[src/crt_pkg.sv]
package crt_pkg;

  // Array sizes
  localparam int MAX_PARTITIONS = 16;
  localparam int MAX_VERTICES   = 64;
  localparam int LABEL_BITS     = 6;

  // Field widths
  localparam int PART_BITS = 4;
  localparam int VTX_BITS  = 6;
  localparam int LAB_BITS  = 6;
  localparam int CNT_BITS  = 5;
  localparam int NUM_BITS  = 7;
  localparam int CFG_BITS  = 7;
  localparam int CIDX_BITS = 2;

  localparam logic [CNT_BITS-1:0] CNT_MAX = '1;

  typedef enum logic {
    OP_LOAD = 1'b0,
    OP_ROW  = 1'b1
  } op_t;

  typedef enum logic [CIDX_BITS-1:0] {
    REG_FIRST_SELECTED  = 2'd0,
    REG_LAST_SELECTED   = 2'd1,
    REG_MIN_AGREE       = 2'd2,
    REG_VERTICES_IN_USE = 2'd3
  } cfg_reg_t;

  typedef enum logic [1:0] {
    TOK_NONE,
    TOK_LOAD,
    TOK_ROW,
    TOK_COL
  } tok_kind_t;

  typedef enum logic [1:0] {
    ST_IDLE,
    ST_PASS1,
    ST_PASS2
  } seq_state_t;

  // What travels from cell to cell each cycle that the chain advances
  typedef struct packed {
    tok_kind_t             kind;
    logic                  pass;   // 0: scan pass, 1: emit pass
    logic [VTX_BITS-1:0]   addr;   // vertex / column
    logic [PART_BITS-1:0]  part;   // load target partition
    logic [LABEL_BITS-1:0] label;  // load data
    logic [CNT_BITS-1:0]   count;  // running agreement count
  } token_t;

endpackage

[src/crt_cell.sv]
module crt_cell import crt_pkg::*; (
  input  logic                 clk,
  input  logic                 rst,
  input  logic                 en,
  input  logic [PART_BITS-1:0] idx,
  input  logic [PART_BITS-1:0] first_sel,
  input  logic [PART_BITS-1:0] last_sel,
  input  token_t               tok_in,
  output token_t               tok_out
);

  logic [LABEL_BITS-1:0] mem [MAX_VERTICES];
  logic [LABEL_BITS-1:0] rdata;
  logic [LABEL_BITS-1:0] row_label;
  token_t                tok_q;
  logic                  selected;
  logic                  match;

  // one partition's labels, registered read
  always_ff @(posedge clk) begin
    if (en) begin
      if (tok_in.kind == TOK_LOAD && tok_in.part == idx) begin
        mem[tok_in.addr] <= tok_in.label;
      end
      rdata <= mem[tok_in.addr];
    end
  end

  // only the token kind needs a reset; the payload follows it
  always_ff @(posedge clk) begin
    if (rst) begin
      tok_q.kind <= TOK_NONE;
    end else if (en) begin
      tok_q <= tok_in;
    end
  end

  // label of the row vertex, held for the column tokens behind it
  always_ff @(posedge clk) begin
    if (en && tok_q.kind == TOK_ROW) begin
      row_label <= rdata;
    end
  end

  always_comb begin
    selected = (idx >= first_sel) && (idx <= last_sel);
    match    = (tok_q.kind == TOK_COL) && selected && (rdata == row_label);
    tok_out  = tok_q;
    if (match && tok_q.count != CNT_MAX) begin
      tok_out.count = tok_q.count + CNT_BITS'(1);
    end
  end

endmodule

[config.mk]
export PLATFORM = sky130hd
export DESIGN_NAME = crt_cell
export DESIGN_NICKNAME = d
export VERILOG_FILES = /design/src/crt_pkg.sv /design/src/crt_cell.sv
export SDC_FILE = /design/constraint.sdc
export NUM_CORES = 1
export LEC_CHECK = 0
export BUFFER_PORTS_ARGS = -buffer_cell sky130_fd_sc_hd__buf_2
export CAP_MARGIN = 20
export CORE_ASPECT_RATIO = 0.8
export CORE_MARGIN = 2
export CORE_UTILIZATION = 60
export CTS_CLUSTER_SIZE = 8
export DETAILED_ROUTE_END_ITERATION = 10
export GPL_TIMING_DRIVEN = 0
export PLACE_DENSITY = 0.89
export SLEW_MARGIN = 20
export SYNTH_ARGS = -nofsm -noshare
export SYNTH_HDL_FRONTEND = slang
export SYNTH_SLANG_ARGS = --single-unit
[constraint.sdc]
create_clock -name clk -period 2.56 [get_ports clk]
set_clock_uncertainty 0.15 [all_clocks]
set_input_delay 0.128 -clock clk [delete_from_list [all_inputs] [get_ports clk]]
set_output_delay 0.128 -clock clk [all_outputs]
set_load 0.01 [all_outputs]
* Word level (Yosys, flattened, before mapping)
Memories as Yosys holds them, arrays and structs flattened. A register that Yosys moved wholly into a read port is not among the register bits.
Index checks and enable logic that the tools add are counted.
** Cells by class
- Add/sub/neg operators :: 1
- Magnitude comparators :: 2
- Equal/unequal tests :: 6
- Mux-type cells :: 4
- Bitwise gates (word level) :: 1
- Reductions and logical operators :: 7
** Operators with widths (number)
- $eq A6 B6 Y1 :: 1
- $logic_and A1 B1 Y1 :: 6
- $add A5 B1 Y5 const B :: 1
- $mux W5 :: 1
- $ne A5 B5 Y1 const B :: 1
- $eq A2 B2 Y1 const B :: 2
- $eq A4 B4 Y1 :: 1
- $ge A4 B4 Y1 :: 1
- $le A4 B4 Y1 :: 1
- $mux W1 :: 3
- $eq A2 B1 Y1 const B :: 1
- $reduce_and A2 Y1 :: 1
- $not A1 Y1 :: 1
** Storage, ports and cells
- Register bits :: 30
- RAM bits :: 384
- Input port bits :: 39
- Output and inout bits :: 24
- Word-level logic and storage cells :: 29
- Memories :: 1
** Memories
- mem :: depth 64, width 6, read ports 1, clocked after Yosys merged registers in 1, write ports 1, RTL line crt_cell.sv:12 : logic [LABEL_BITS-1:0] mem [MAX_VERTICES];

* Depth between registers and ports, before layout
- Depth after elaboration :: 6
- Mapped depth :: 9
- Gate-level depth less buffers :: 8

* Worst setup path before layout
OpenSTA, ideal clock, no wires.
- Path kind :: flip-flop to output port
- Start :: register tok_q[0] (netlist name)
- End :: output port tok_out[2] (netlist name)
- Arrival time :: 1.850 ns
- Data required time :: 2.282 ns
- Slack :: 0.432 ns
- Cell stages (with the launch flop) :: 9
- Path buffers :: 0
- Cells stage by stage :: edfxtp_1 ha_1 and3_1 ha_1 nand4b_1 nor3_1 nand4_1 nor2_1 xor2_1
** RTL lines
- start, declared :: RTL line crt_cell.sv:15 : token_t tok_q;
- start signal, assigned :: RTL line crt_cell.sv:34 : tok_q <= tok_in;
- end, declared :: RTL line crt_cell.sv:9 : output token_t tok_out

==> impl_metrics.json <==
{
  "leakage_nw": 6.69,
  "crit_required_ns": 2.28,
  "finalPower_mw": 15.5,
  "worstPathMaxFanout": 5,
  "synthFlopType": "edfxtp_1",
  "relSlewSlack": 0.0763,
  "port-buffer-count": 62,
  "first_global_vias": 10535,
  "period_minus_slack_ns": 2.86,
  "antenna_found_initial": 1,
  "setup_viol": 81,
  "clock-sinks": 420,
  "num_vias": 10630,
  "hp-class": "in2reg",
  "initial_core_util": 0.616,
  "clk_path_buf_depth": 3,
  "grt_overflow_total": 0,
  "synth_cell_types": 56,
  "grt_max_degree": 66,
  "synthArstFlopShare": 0,
  "layout-drive-gt1-share": 0.289,
  "worst_hold_slack_ns": -0.00905,
  "finalCritPeriodShare": 1.12,
  "layout_commonest_cell": "edfxtp_1",
  "synthToLayoutAreaGrowth_pct": 18.6,
  "ant_nets": 0,
  "root_buffer": "clkbuf_16",
  "crit_type": "reg2out",
  "synth_cells": 988,
  "nets": 1189,
  "most-common-layout-cells": "418 x edfxtp_1, 69 x buf_2, 65 x mux2i_1",
  "numCtsBuffers": 58,
  "drv_cap": 0,
  "path_clk_slew_ns": 0.05,
  "drc": 0,
  "dpl.cell_count": 1415,
  "die_h_um": 154,
  "ys_warn_count": 0,
  "ys_ff_latch": 420,
  "power_density_nw_per_um2": 773,
  "grt_usage": 0.327,
  "diodes": 0,
  "syn_nets": 1037,
  "final_area_um2": 20100,
  "wl_per_cell_um": 31.5,
  "dp_hpwl_um": 28800,
  "worst_setup_path_start_kind": "flop",
  "final_cell_count_no_fill": 1526,
  "die_w_um": 192,
  "gp_congestion": 1.01,
  "outcome": "complete, but fails checks",
  "critical_path_arrival_ns": 2.58,
  "io_pins": 63,
  "grt_pass1_wl_um": 67900,
  "cp-end-kind": "output port",
  "hold_viol": 7,
  "syn_area_per_cell_um2": 17.1,
  "worst_pin_slew_ns": 1.38,
  "drt_wl_total_um": 48100,
  "layout_setup_ws_ns": -0.302,
  "firstDrtPassIters": 6,
  "yosysSeqAreaShare": 0.744,
  "fmax_mhz": 349,
  "h-tree-depth": 2,
  "finalMaxSlewViolations": 0,
  "syn_area_um2": 16900,
  "rows": 54,
  "clkLatencyLatePin_ns": 0.59,
  "drtIter0Drc": 2016,
  "dieArea_um2": 29600,
  "viasPerCell": 6.97,
  "core_um2": 27500,
  "synth_edf_count": 418,
  "cts_tree": "done",
  "dpl_cell_area_um2": 17700,
  "irDropWorstVdd_mv": 0.860,
  "grt_setup_unrepaired": "yes",
  "violations": "negative hold slack, negative setup slack"
}
[area by class of cell]
cell class | count | area (um^2)
Buffer | 71 | 513
Clock buffer | 79 | 1530
Clock inverter | 3 | 66.3
Fill cell | 1534 | 7410
Inverter | 12 | 48.8
Multi-Input combinational cell | 483 | 4240
Sequential cell | 420 | 12600
Tap cell | 364 | 455
Timing Repair Buffer | 94 | 646
[synthesized netlist by cell type, drive strengths merged (4+ instances only)]
cell type / instances / area share
a211oi: 7 / 0.0034
a21oi: 28 / 0.0083
a221oi: 22 / 0.012
a22o: 10 / 0.0052
a22oi: 23 / 0.010
a311oi: 5 / 0.0026
and2: 4 / 0.0015
buf: 58 / 0.027
clkbuf: 15 / 0.0033
edfxtp: 418 / 0.74
ha: 10 / 0.0074
inv: 11 / 0.0024
mux2: 23 / 0.015
mux2i: 65 / 0.038
mux4: 31 / 0.042
nand2: 38 / 0.0084
nand2b: 5 / 0.0018
nand3: 8 / 0.0024
nand4: 4 / 0.0015
nor2: 92 / 0.020
nor2b: 12 / 0.0044
nor3: 5 / 0.0015
o211ai: 8 / 0.0035
o21ai: 21 / 0.0062
o22ai: 21 / 0.0078
or4: 6 / 0.0027
xnor2: 5 / 0.0026
xor2: 8 / 0.0041
[final timing paths]
check                           slack [ns]        from            to  cells past startpoint
worst min register to register        0.32    rdata[3]  row_label[3]                      0
worst min-delay path                -0.009   tok_in[7]    mem[39][2]                      1
worst max register to register        0.01  mem[28][0]      rdata[0]                      6
worst max-delay path                 -0.30    tok_q[1]    tok_out[2]                     10
[sequential cells by signal, summed over array words and instances (netlist names)]
register,cells
row_label,6
rdata,6
mem,384
tok_out,19
tok_q,5
[logic make-up after synthesis]
| group | Yosys count | share of synthesized area |
|---|---|---|
| xor+xnor | 13 | 0.00672 |
| fa+ha+maj | 10 | 0.00739 |
| compound gates | 157 | 0.0650 |
| buf+inv | 85 | 0.0329 |
| flops | 420 | 0.744 |
| mux | 119 | 0.0954 |
| simple gates | 184 | 0.0490 |
[routing by layer]
layer,wire [um],GRT usage,vias to the layer above
li1,-,-,4208
met5,81,0,-
met2,21400,0.482,1048
met3,7310,0.123,217
met1,17000,0.435,5154
met4,2370,0.151,3
[power by group]
group	leakage (nW)	internal (mW)	switching, mW
Combinational	2.13	0.345	0.643
Clock	0.770	4.18	2.71
Sequential	3.79	7.63	0.0207
[per-stage QoR]
stage	TNS, ns	worst slack (ns)	util	hold slack, ns
after floorplan	0	0.432	-	0.0471
after global placement	-111.99	-0.450	0.644	0.155
after detailed placement	-130.72	-0.487	0.644	0.158
after CTS	-1.39	-0.298	0.714	0.106
after global routing	-3.44	-0.394	0.731	0.00597
final	-3.34	-0.302	0.731	-0.00905
[what timing repair did]
action,CTS,global route
resized for setup,13,131
hold buffers,22,2
endpoints found under the setup margin,6,395
endpoints found under the hold margin,52,26
setup buffers,5,2
pin swaps,4,6
[critical path, cell delays in order (launching register included)]
cell and delay (ns):
edfxtp_1 0.42, ha_2 0.21, and3_4 0.19, ha_4 0.17, nand4b_1 0.18, nor3_2 0.12
nand4_1 0.11, buf_6 0.16, nor2_4 0.08, xor2_1 0.19, buf_2 0.17
No activity file was read; power rests on OpenSTA's default activity.
