## config.mk

```make
export PLATFORM = sky130hd
export DESIGN_NAME = crt_scan
export DESIGN_NICKNAME = d
export VERILOG_FILES = /design/src/crt_pkg.sv /design/src/crt_scan.sv
export SDC_FILE = /design/constraint.sdc
export NUM_CORES = 1
export LEC_CHECK = 0
export BUFFER_PORTS_ARGS = -buffer_cell sky130_fd_sc_hd__buf_2
export CAP_MARGIN = 30
export CORE_AREA = 2 2 63 65
export CTS_CLUSTER_DIAMETER = 120
export DETAILED_ROUTE_END_ITERATION = 16
export DIE_AREA = 0 0 65 67
export GPL_TIMING_DRIVEN = 0
export SLEW_MARGIN = 20
export SYNTH_ARGS = -nofsm -noshare
export SYNTH_HDL_FRONTEND = slang
export SYNTH_SLANG_ARGS = --single-unit
export TNS_END_PERCENT = 50
```

## constraint.sdc

```tcl
create_clock -name clk -period 2.4 [get_ports clk]
set_clock_uncertainty 0.2 [all_clocks]
set_input_delay 0.12 -clock clk [delete_from_list [all_inputs] [get_ports clk]]
set_output_delay 0.12 -clock clk [all_outputs]
set_load 0.03 [all_outputs]
```

## src/crt_pkg.sv

```systemverilog
package crt_pkg;

  // Array sizes
  localparam int MAX_PARTITIONS = 16;
  localparam int MAX_VERTICES   = 64;
  localparam int LABEL_BITS     = 6;

  // Field widths
  localparam int PART_BITS = 4;
  localparam int VTX_BITS  = 6;
  localparam int LAB_BITS  = 6;
  localparam int CNT_BITS  = 5;
  localparam int NUM_BITS  = 7;
  localparam int CFG_BITS  = 7;
  localparam int CIDX_BITS = 2;

  localparam logic [CNT_BITS-1:0] CNT_MAX = '1;

  typedef enum logic {
    OP_LOAD = 1'b0,
    OP_ROW  = 1'b1
  } op_t;

  typedef enum logic [CIDX_BITS-1:0] {
    REG_FIRST_SELECTED  = 2'd0,
    REG_LAST_SELECTED   = 2'd1,
    REG_MIN_AGREE       = 2'd2,
    REG_VERTICES_IN_USE = 2'd3
  } cfg_reg_t;

  typedef enum logic [1:0] {
    TOK_NONE,
    TOK_LOAD,
    TOK_ROW,
    TOK_COL
  } tok_kind_t;

  typedef enum logic [1:0] {
    ST_IDLE,
    ST_PASS1,
    ST_PASS2
  } seq_state_t;

  // What travels from cell to cell each cycle that the chain advances
  typedef struct packed {
    tok_kind_t             kind;
    logic                  pass;   // 0: scan pass, 1: emit pass
    logic [VTX_BITS-1:0]   addr;   // vertex / column
    logic [PART_BITS-1:0]  part;   // load target partition
    logic [LABEL_BITS-1:0] label;  // load data
    logic [CNT_BITS-1:0]   count;  // running agreement count
  } token_t;

endpackage

```

## src/crt_scan.sv

```systemverilog
module crt_scan import crt_pkg::*; (
  input  logic                clk,
  input  logic                rst,
  input  logic                en,
  input  token_t              tok,
  input  logic [CNT_BITS-1:0] min_agree,
  input  logic [VTX_BITS-1:0] last_col,
  output logic                valid,
  output logic [VTX_BITS-1:0] column,
  output logic [CNT_BITS-1:0] agreement,
  output logic                kept,
  output logic                last
);

  logic [CNT_BITS-1:0] best_v;
  logic [VTX_BITS-1:0] best_j;
  logic                any_kept;
  logic                any_kept_next;
  logic                hit;
  logic                pass_thr;
  logic                fallback;
  logic                first_col;

  always_comb begin
    hit       = (tok.kind == TOK_COL);
    pass_thr  = (tok.count >= min_agree);
    first_col = (tok.addr == '0);
    any_kept_next = (first_col ? 1'b0 : any_kept) | (pass_thr && tok.count != '0);
    fallback  = !any_kept && (tok.addr == best_j);
  end

  // scan pass: best column and whether anything survives
  always_ff @(posedge clk) begin
    if (en && hit && !tok.pass) begin
      if (first_col || tok.count > best_v) begin
        best_v <= tok.count;
        best_j <= tok.addr;
      end
      any_kept <= any_kept_next;
    end
  end

  always_ff @(posedge clk) begin
    if (rst) begin
      valid <= 1'b0;
    end else if (en) begin
      valid <= hit && tok.pass;
    end
  end

  // emit pass: same counts again, now with the fallback known
  always_ff @(posedge clk) begin
    if (en) begin
      column    <= tok.addr;
      agreement <= (pass_thr || fallback) ? tok.count : '0;
      kept      <= pass_thr || fallback;
      last      <= (tok.addr == last_col);
    end
  end

endmodule
```

# Yosys cells after proc, flatten, opt, wreduce, memory -nomap -nowiden
# Cells that the tools add are included.
[word_totals]
inputBits = 38
output_inout_bits = 14
ram_bits = 0
elab_cells = 27
mem_count = 0
romBits = 0
reg_bits = 26
latch_bits = 0
[classes]
multipliers = 0
n_div = 0
reduce_logical = 12
add_sub_neg = 0
bitwise = 1
eq_ne = 3
shifts = 0
magnitude_cmp = 2
muxes = 1
[op_table]
columns = ["cell", "n"]
rows = [
  ["== test 6 bit", 2],
  ["logical NOT 6 bit", 1],
  ["greater-or-equal comparator 5 bit", 1],
  ["> comparator 5 bit", 1],
  ["logical AND 1 bit", 5],
  ["nonzero test 5 bit", 1],
  ["== test 2 bit, second input constant", 1],
  ["logical NOT 1 bit", 2],
  ["logical OR 1 bit", 2],
  ["AND reduction 2 bit", 1],
  ["2-to-1 mux 1 bit", 1],
  ["OR 1 bit", 1],
]

# Longest topological paths before layout
[logic_depth]
ltp_word = 4
depth_mapped = 6
depth_no_buf = 6

# Worst setup path before layout
# Ideal clock, no wire load.
[synth_timing]
path_type = "register to register"
startpoint = "reg best_v[4]"
endpoint = "reg best_j[0], enable pin"
slack_ns = -0.044
stages_incl_launch_ff = 7
arrival_time_ns = 1.848
setup_ns = 0.396
required_ns = 1.804
path_buffers = 0
period_less_slack_ns = 2.444
path_cell_list = "edfxtp_1 > inv_1 > ha_1 > nand4_1 > o21ai_0 > o22ai_1 > a21boi_0"
[synth_between]
elab_chain_cells = 3
[synth_lines]
columns = ["item", "line", "rtl"]
rows = [
  ["from (decl)", "crt_scan.sv:15", "logic [CNT_BITS-1:0] best_v;"],
  ["from (signal assigned)", "crt_scan.sv:36", "best_v <= tok.count;"],
  ["> comparator 5 bit", "crt_scan.sv:35", "if (first_col || tok.count > best_v) begin"],
  ["logical OR 1 bit", "crt_scan.sv:35", ""],
  ["AND reduction 2 bit (no line)", "n/a", ""],
  ["to (signal assigned)", "crt_scan.sv:37", "best_j <= tok.addr;"],
  ["to (decl)", "crt_scan.sv:16", "logic [VTX_BITS-1:0] best_j;"],
]
# Every way passes these cells.
# A chain may end at the register's enable or synchronous reset.

# Worst setup path in the final report
[layout_timing]
startpoint = "in tok[4] (netlist name)"
endpoint = "reg best_j[1], enable pin"
[layout_between]
elab_chain_cells = 3
[layout_lines]
columns = ["item", "line", "rtl"]
rows = [
  ["from (decl)", "crt_scan.sv:5", "input token_t tok,"],
  ["> comparator 5 bit", "crt_scan.sv:35", ""],
  ["logical OR 1 bit", "crt_scan.sv:35", ""],
  ["AND reduction 2 bit (no line)", "n/a", ""],
]
# Every way passes these cells.

==> report_table.html <==
<table>
<tr><th>Metric</th><th>Value</th></tr>
<tr><th colspan="2">Yosys</th></tr>
<tr><td>Flip-flop and latch count after synthesis</td><td>26</td></tr>
<tr><td>Syn nets</td><td>141</td></tr>
<tr><td>Post-synthesis cell type count</td><td>24</td></tr>
<tr><td>Syn avg cell area</td><td>between 10 and 15 um^2</td></tr>
<tr><td>Number of instances in the synthesized netlist</td><td>93</td></tr>
<tr><td>Netlist area before placement</td><td>roughly 0.0013 mm^2</td></tr>
<tr><td>Main flop type after synthesis</td><td>sky130_fd_sc_hd__edfxtp_1</td></tr>
<tr><td>Post-synth EDFFs</td><td>25</td></tr>
<tr><td>Sequential share of the synthesized area</td><td>0.616</td></tr>
<tr><td>Number of warning messages in the yosys log</td><td>0</td></tr>
<tr><td>Proportion of synthesized flip-flops having asynchronous set or reset</td><td>0</td></tr>
<tr><th colspan="2">Cells and area</th></tr>
<tr><td>Top library cells by usage in the layout, fill and taps aside</td><td>41 x sky130_fd_sc_hd__buf_2, 25 x sky130_fd_sc_hd__edfxtp_1, 13 x sky130_fd_sc_hd__dlygate4sd3_1</td></tr>
<tr><td>Fraction of final layout cells with drive strength greater than 1</td><td>0.318</td></tr>
<tr><td>Post-route non-filler standard cell count</td><td>between 150 and 200</td></tr>
<tr><td>Fraction of the core area covered by cells at the end of the flow</td><td>0.474</td></tr>
<tr><td>Layout Nets</td><td>200</td></tr>
<tr><td>Combined area of the multi-input logic cells</td><td>~460 um^2</td></tr>
<tr><td>Number of inserted filler cells in the final layout</td><td>333</td></tr>
<tr><td>Flip-flop and latch area</td><td>around 770 um^2</td></tr>
<tr><td>Non-Filler Cell Area, Final</td><td>~0.0017 mm^2</td></tr>
<tr><td>Antenna Diode Count</td><td>0</td></tr>
<tr><td>Signed area change from the synthesized netlist to the final layout</td><td>36.6%</td></tr>
<tr><td>Most common cell after layout, fill and taps aside</td><td>sky130_fd_sc_hd__buf_2</td></tr>
<tr><th colspan="2">Min path</th></tr>
<tr><td>Worst min-delay path class</td><td>in2reg</td></tr>
<tr><th colspan="2">Power and ir drop</th></tr>
<tr><td>Power Density</td><td>546 mW/mm^2</td></tr>
<tr><td>Pleak</td><td>approximately 0.74 nW</td></tr>
<tr><td>Max rail drop VDD</td><td>about 0.00020 V</td></tr>
<tr><th colspan="2">CTS</th></tr>
<tr><td>Postcts setup bufs</td><td>0</td></tr>
<tr><td>Clock tree sinks</td><td>26</td></tr>
<tr><td>Cell at the root of the clock tree</td><td>sky130_fd_sc_hd__clkbuf_8</td></tr>
<tr><td>Worst-path clk slew</td><td>around 0.090 ns</td></tr>
<tr><td>Number of levels the H-tree was split into</td><td>1</td></tr>
<tr><td>TritonCTS clock tree</td><td>done</td></tr>
<tr><td>Total clock buffers created by CTS</td><td>3</td></tr>
<tr><td>Later-pin clock latency in the skew report</td><td>0.27 ns</td></tr>
<tr><td>Max clock buf depth</td><td>2</td></tr>
<tr><th colspan="2">Floorplanning</th></tr>
<tr><td>Starting density of the core</td><td>0.347</td></tr>
<tr><td>Boundary Pins</td><td>52</td></tr>
<tr><td>Horizontal die dimension</td><td>65 um</td></tr>
<tr><td>Row count</td><td>22</td></tr>
<tr><td>Die Y-Extent</td><td>~67 um</td></tr>
<tr><td>Core region area</td><td>roughly 0.0036 mm^2</td></tr>
<tr><td>Die area</td><td>approximately 0.0044 mm^2</td></tr>
<tr><th colspan="2">Timing</th></tr>
<tr><td>Count of final hold-check violations</td><td>0</td></tr>
<tr><td>Slew Viols, Final</td><td>0</td></tr>
<tr><td>Remaining max-slew budget at the tightest pin</td><td>0.741</td></tr>
<tr><td>Fin Hold WS</td><td>0.0744 ns</td></tr>
<tr><td>Unrepaired setup endpoints after global routing</td><td>no</td></tr>
<tr><td>Ratio of final minimum period to clock period</td><td>0.925</td></tr>
<tr><td>Maximum operating frequency</td><td>about 450 MHz</td></tr>
<tr><td>Time the worst path needs with I/O delays and setup</td><td>between 2 and 2.5 ns</td></tr>
<tr><td>Slew at the pin closest to its max-slew limit</td><td>approximately 0.39 ns</td></tr>
<tr><td>Setup violations, final</td><td>0</td></tr>
<tr><th colspan="2">Routing</th></tr>
<tr><td>Via total after detailed routing</td><td>930</td></tr>
<tr><td>Wirelength, routed</td><td>roughly 2500 um</td></tr>
<tr><td>DRC errors left</td><td>0</td></tr>
<tr><td>Post-route antenna net violation count</td><td>0</td></tr>
<tr><td>Via density</td><td>around 4.7</td></tr>
<tr><td>Detailed Routing Iterations Pass 1</td><td>4</td></tr>
<tr><td>Average detailed-routed wire length per instance</td><td>between 10 and 15 um</td></tr>
<tr><td>DRT iter0 DRCs</td><td>15</td></tr>
<tr><th colspan="2">Critical path</th></tr>
<tr><td>Cell-by-cell trace of the critical path</td><td>dlygate4sd3_1, buf_2, ha_1, nand4_1, o21ai_0, o22ai_1, a21boi_4</td></tr>
<tr><td>Data arrival time of the worst path</td><td>about 2.0 ns</td></tr>
<tr><td>Type of destination of the critical path</td><td>register</td></tr>
<tr><td>Crit start category</td><td>primary input</td></tr>
<tr><td>Delay of the slowest critical-path stage</td><td>approximately 0.53 ns</td></tr>
<tr><td>Critical path type</td><td>in2reg</td></tr>
<tr><td>Slowest-stage cell, CP</td><td>sky130_fd_sc_hd__dlygate4sd3_1</td></tr>
<tr><td>Required time at the endpoint of the critical path</td><td>roughly 2.1 ns</td></tr>
<tr><td>Critical path fanouts, max</td><td>11</td></tr>
<tr><th colspan="2">Placed design</th></tr>
<tr><td>Detail Placement HPWL</td><td>about 1800 um</td></tr>
<tr><td>Port bufs</td><td>41</td></tr>
<tr><td>Final weighted congestion of routability-driven global placement</td><td>0.758</td></tr>
<tr><td>Placed cell count</td><td>182</td></tr>
<tr><td>Placed standard-cell area</td><td>around 0.0015 mm^2</td></tr>
<tr><th colspan="2">Global route</th></tr>
<tr><td>Residual overflow from global routing</td><td>0</td></tr>
<tr><td>Initial antenna violation count</td><td>0</td></tr>
<tr><td>Global-route wire length before repair</td><td>3950 um</td></tr>
<tr><td>Largest net degree at the start of global routing</td><td>17</td></tr>
<tr><td>Number of global-route vias before repair</td><td>between 900 and 1000</td></tr>
<tr><td>Total Routing Usage GR</td><td>0.121</td></tr>
<tr><th colspan="2">Job</th></tr>
<tr><td>Total of max-cap violations</td><td>0</td></tr>
<tr><th colspan="2">Outcome</th></tr>
<tr><td>Run status</td><td>finished clean</td></tr>
</table>
through the flow:
step	setup TNS [ns]	power, mW	worst slack [ns]
finish	0	0.933	0.179
global route	0	0.975	0.0166
CTS	0	0.935	0.0399
detailed placement	-0.974	0.686	-0.0890
global placement	-0.0123	0.680	-0.00128
floorplan	0	0.619	0.247
worst paths after layout:
kind | startpoint | slack [ns] | depth (start not counted) | endpoint
hold / removal | en | 0.07 | 1 | agreement[0]
setup / recovery | tok[4] | 0.18 | 7 | best_j[1]
hold reg to reg | any_kept | 0.41 | 2 | any_kept
setup reg to reg | best_v[4] | 0.36 | 6 | best_j[1]
cells by family (layout without fill, tap and decap cells):
group	Yosys count	in the layout	synth area share
flops	26	26	0.616
simple gates	19	19	0.0920
compound gates	16	16	0.0780
xor+xnor	12	12	0.0840
fa+ha+maj	10	10	0.100
buf+inv	10	68	0.0300
area by class of cell:
| cell class | count | area share |
|---|---|---|
| repair buffers | 54 | 0.196 |
| inverters | 10 | 0.0220 |
| clock buffers | 3 | 0.0242 |
| well taps | 48 | 0.0351 |
| clock inverters | 1 | 0.00220 |
| flip-flops and latches | 26 | 0.451 |
| multi-input cells | 57 | 0.269 |
worst max-delay path, delay by kind of cell:
kind | cells | cell delay, ns
AO/OA/AOI/OAI | 3 | 0.70
adder cells (fa/ha/maj) | 1 | 0.32
buffers and inverters | 2 | 0.68
AND/OR/NAND/NOR | 1 | 0.13
power breakdown:
part,leakage (nW),internal (mW),switching (mW),total [mW]
logic,0.468,0.0689,0.0984,0.167
registers,0.246,0.520,0.00508,0.525
clock network,0.0231,0.114,0.126,0.240
cells in the mapped netlist (3+ instances only):
| library cell | number | area [um^2] |
|---|---|---|
| sky130_fd_sc_hd__a21oi_1 | 5 | 25.0 |
| sky130_fd_sc_hd__o21ai_0 | 3 | 15.0 |
| sky130_fd_sc_hd__a21boi_1 | 4 | 30.0 |
| sky130_fd_sc_hd__nand4_1 | 3 | 18.8 |
| sky130_fd_sc_hd__xor2_1 | 5 | 43.8 |
| sky130_fd_sc_hd__nor2_1 | 3 | 11.3 |
| sky130_fd_sc_hd__nand2_1 | 5 | 18.8 |
| sky130_fd_sc_hd__ha_1 | 10 | 125 |
| sky130_fd_sc_hd__edfxtp_1 | 25 | 751 |
| sky130_fd_sc_hd__inv_1 | 10 | 37.5 |
| sky130_fd_sc_hd__xnor2_1 | 7 | 61.3 |
routing by layer:
layer  GRT usage  vias to the layer above  routed length, um
li1            -                      457                  -
met1       0.148                      431               1140
met2       0.213                       38               1200
met3      0.0220                        4                160
met4      0.0479                        0                 31
met5           0                        -                  0
timing repair:
item                                    in CTS  in global routing
hold buffers                                13                  0
resized for setup                            1                  2
endpoints found under the hold margin       18                  0
endpoints found under the setup margin      11                 17
gates cloned                                 0                  0
sequential cells by signal, indices dropped and copies added (netlist names):
signal,flops
best_j,6
column,6
agreement,5
best_v,5
any_kept,1
kept,1
last,1
valid,1
(Power assumes the default switching activity.)
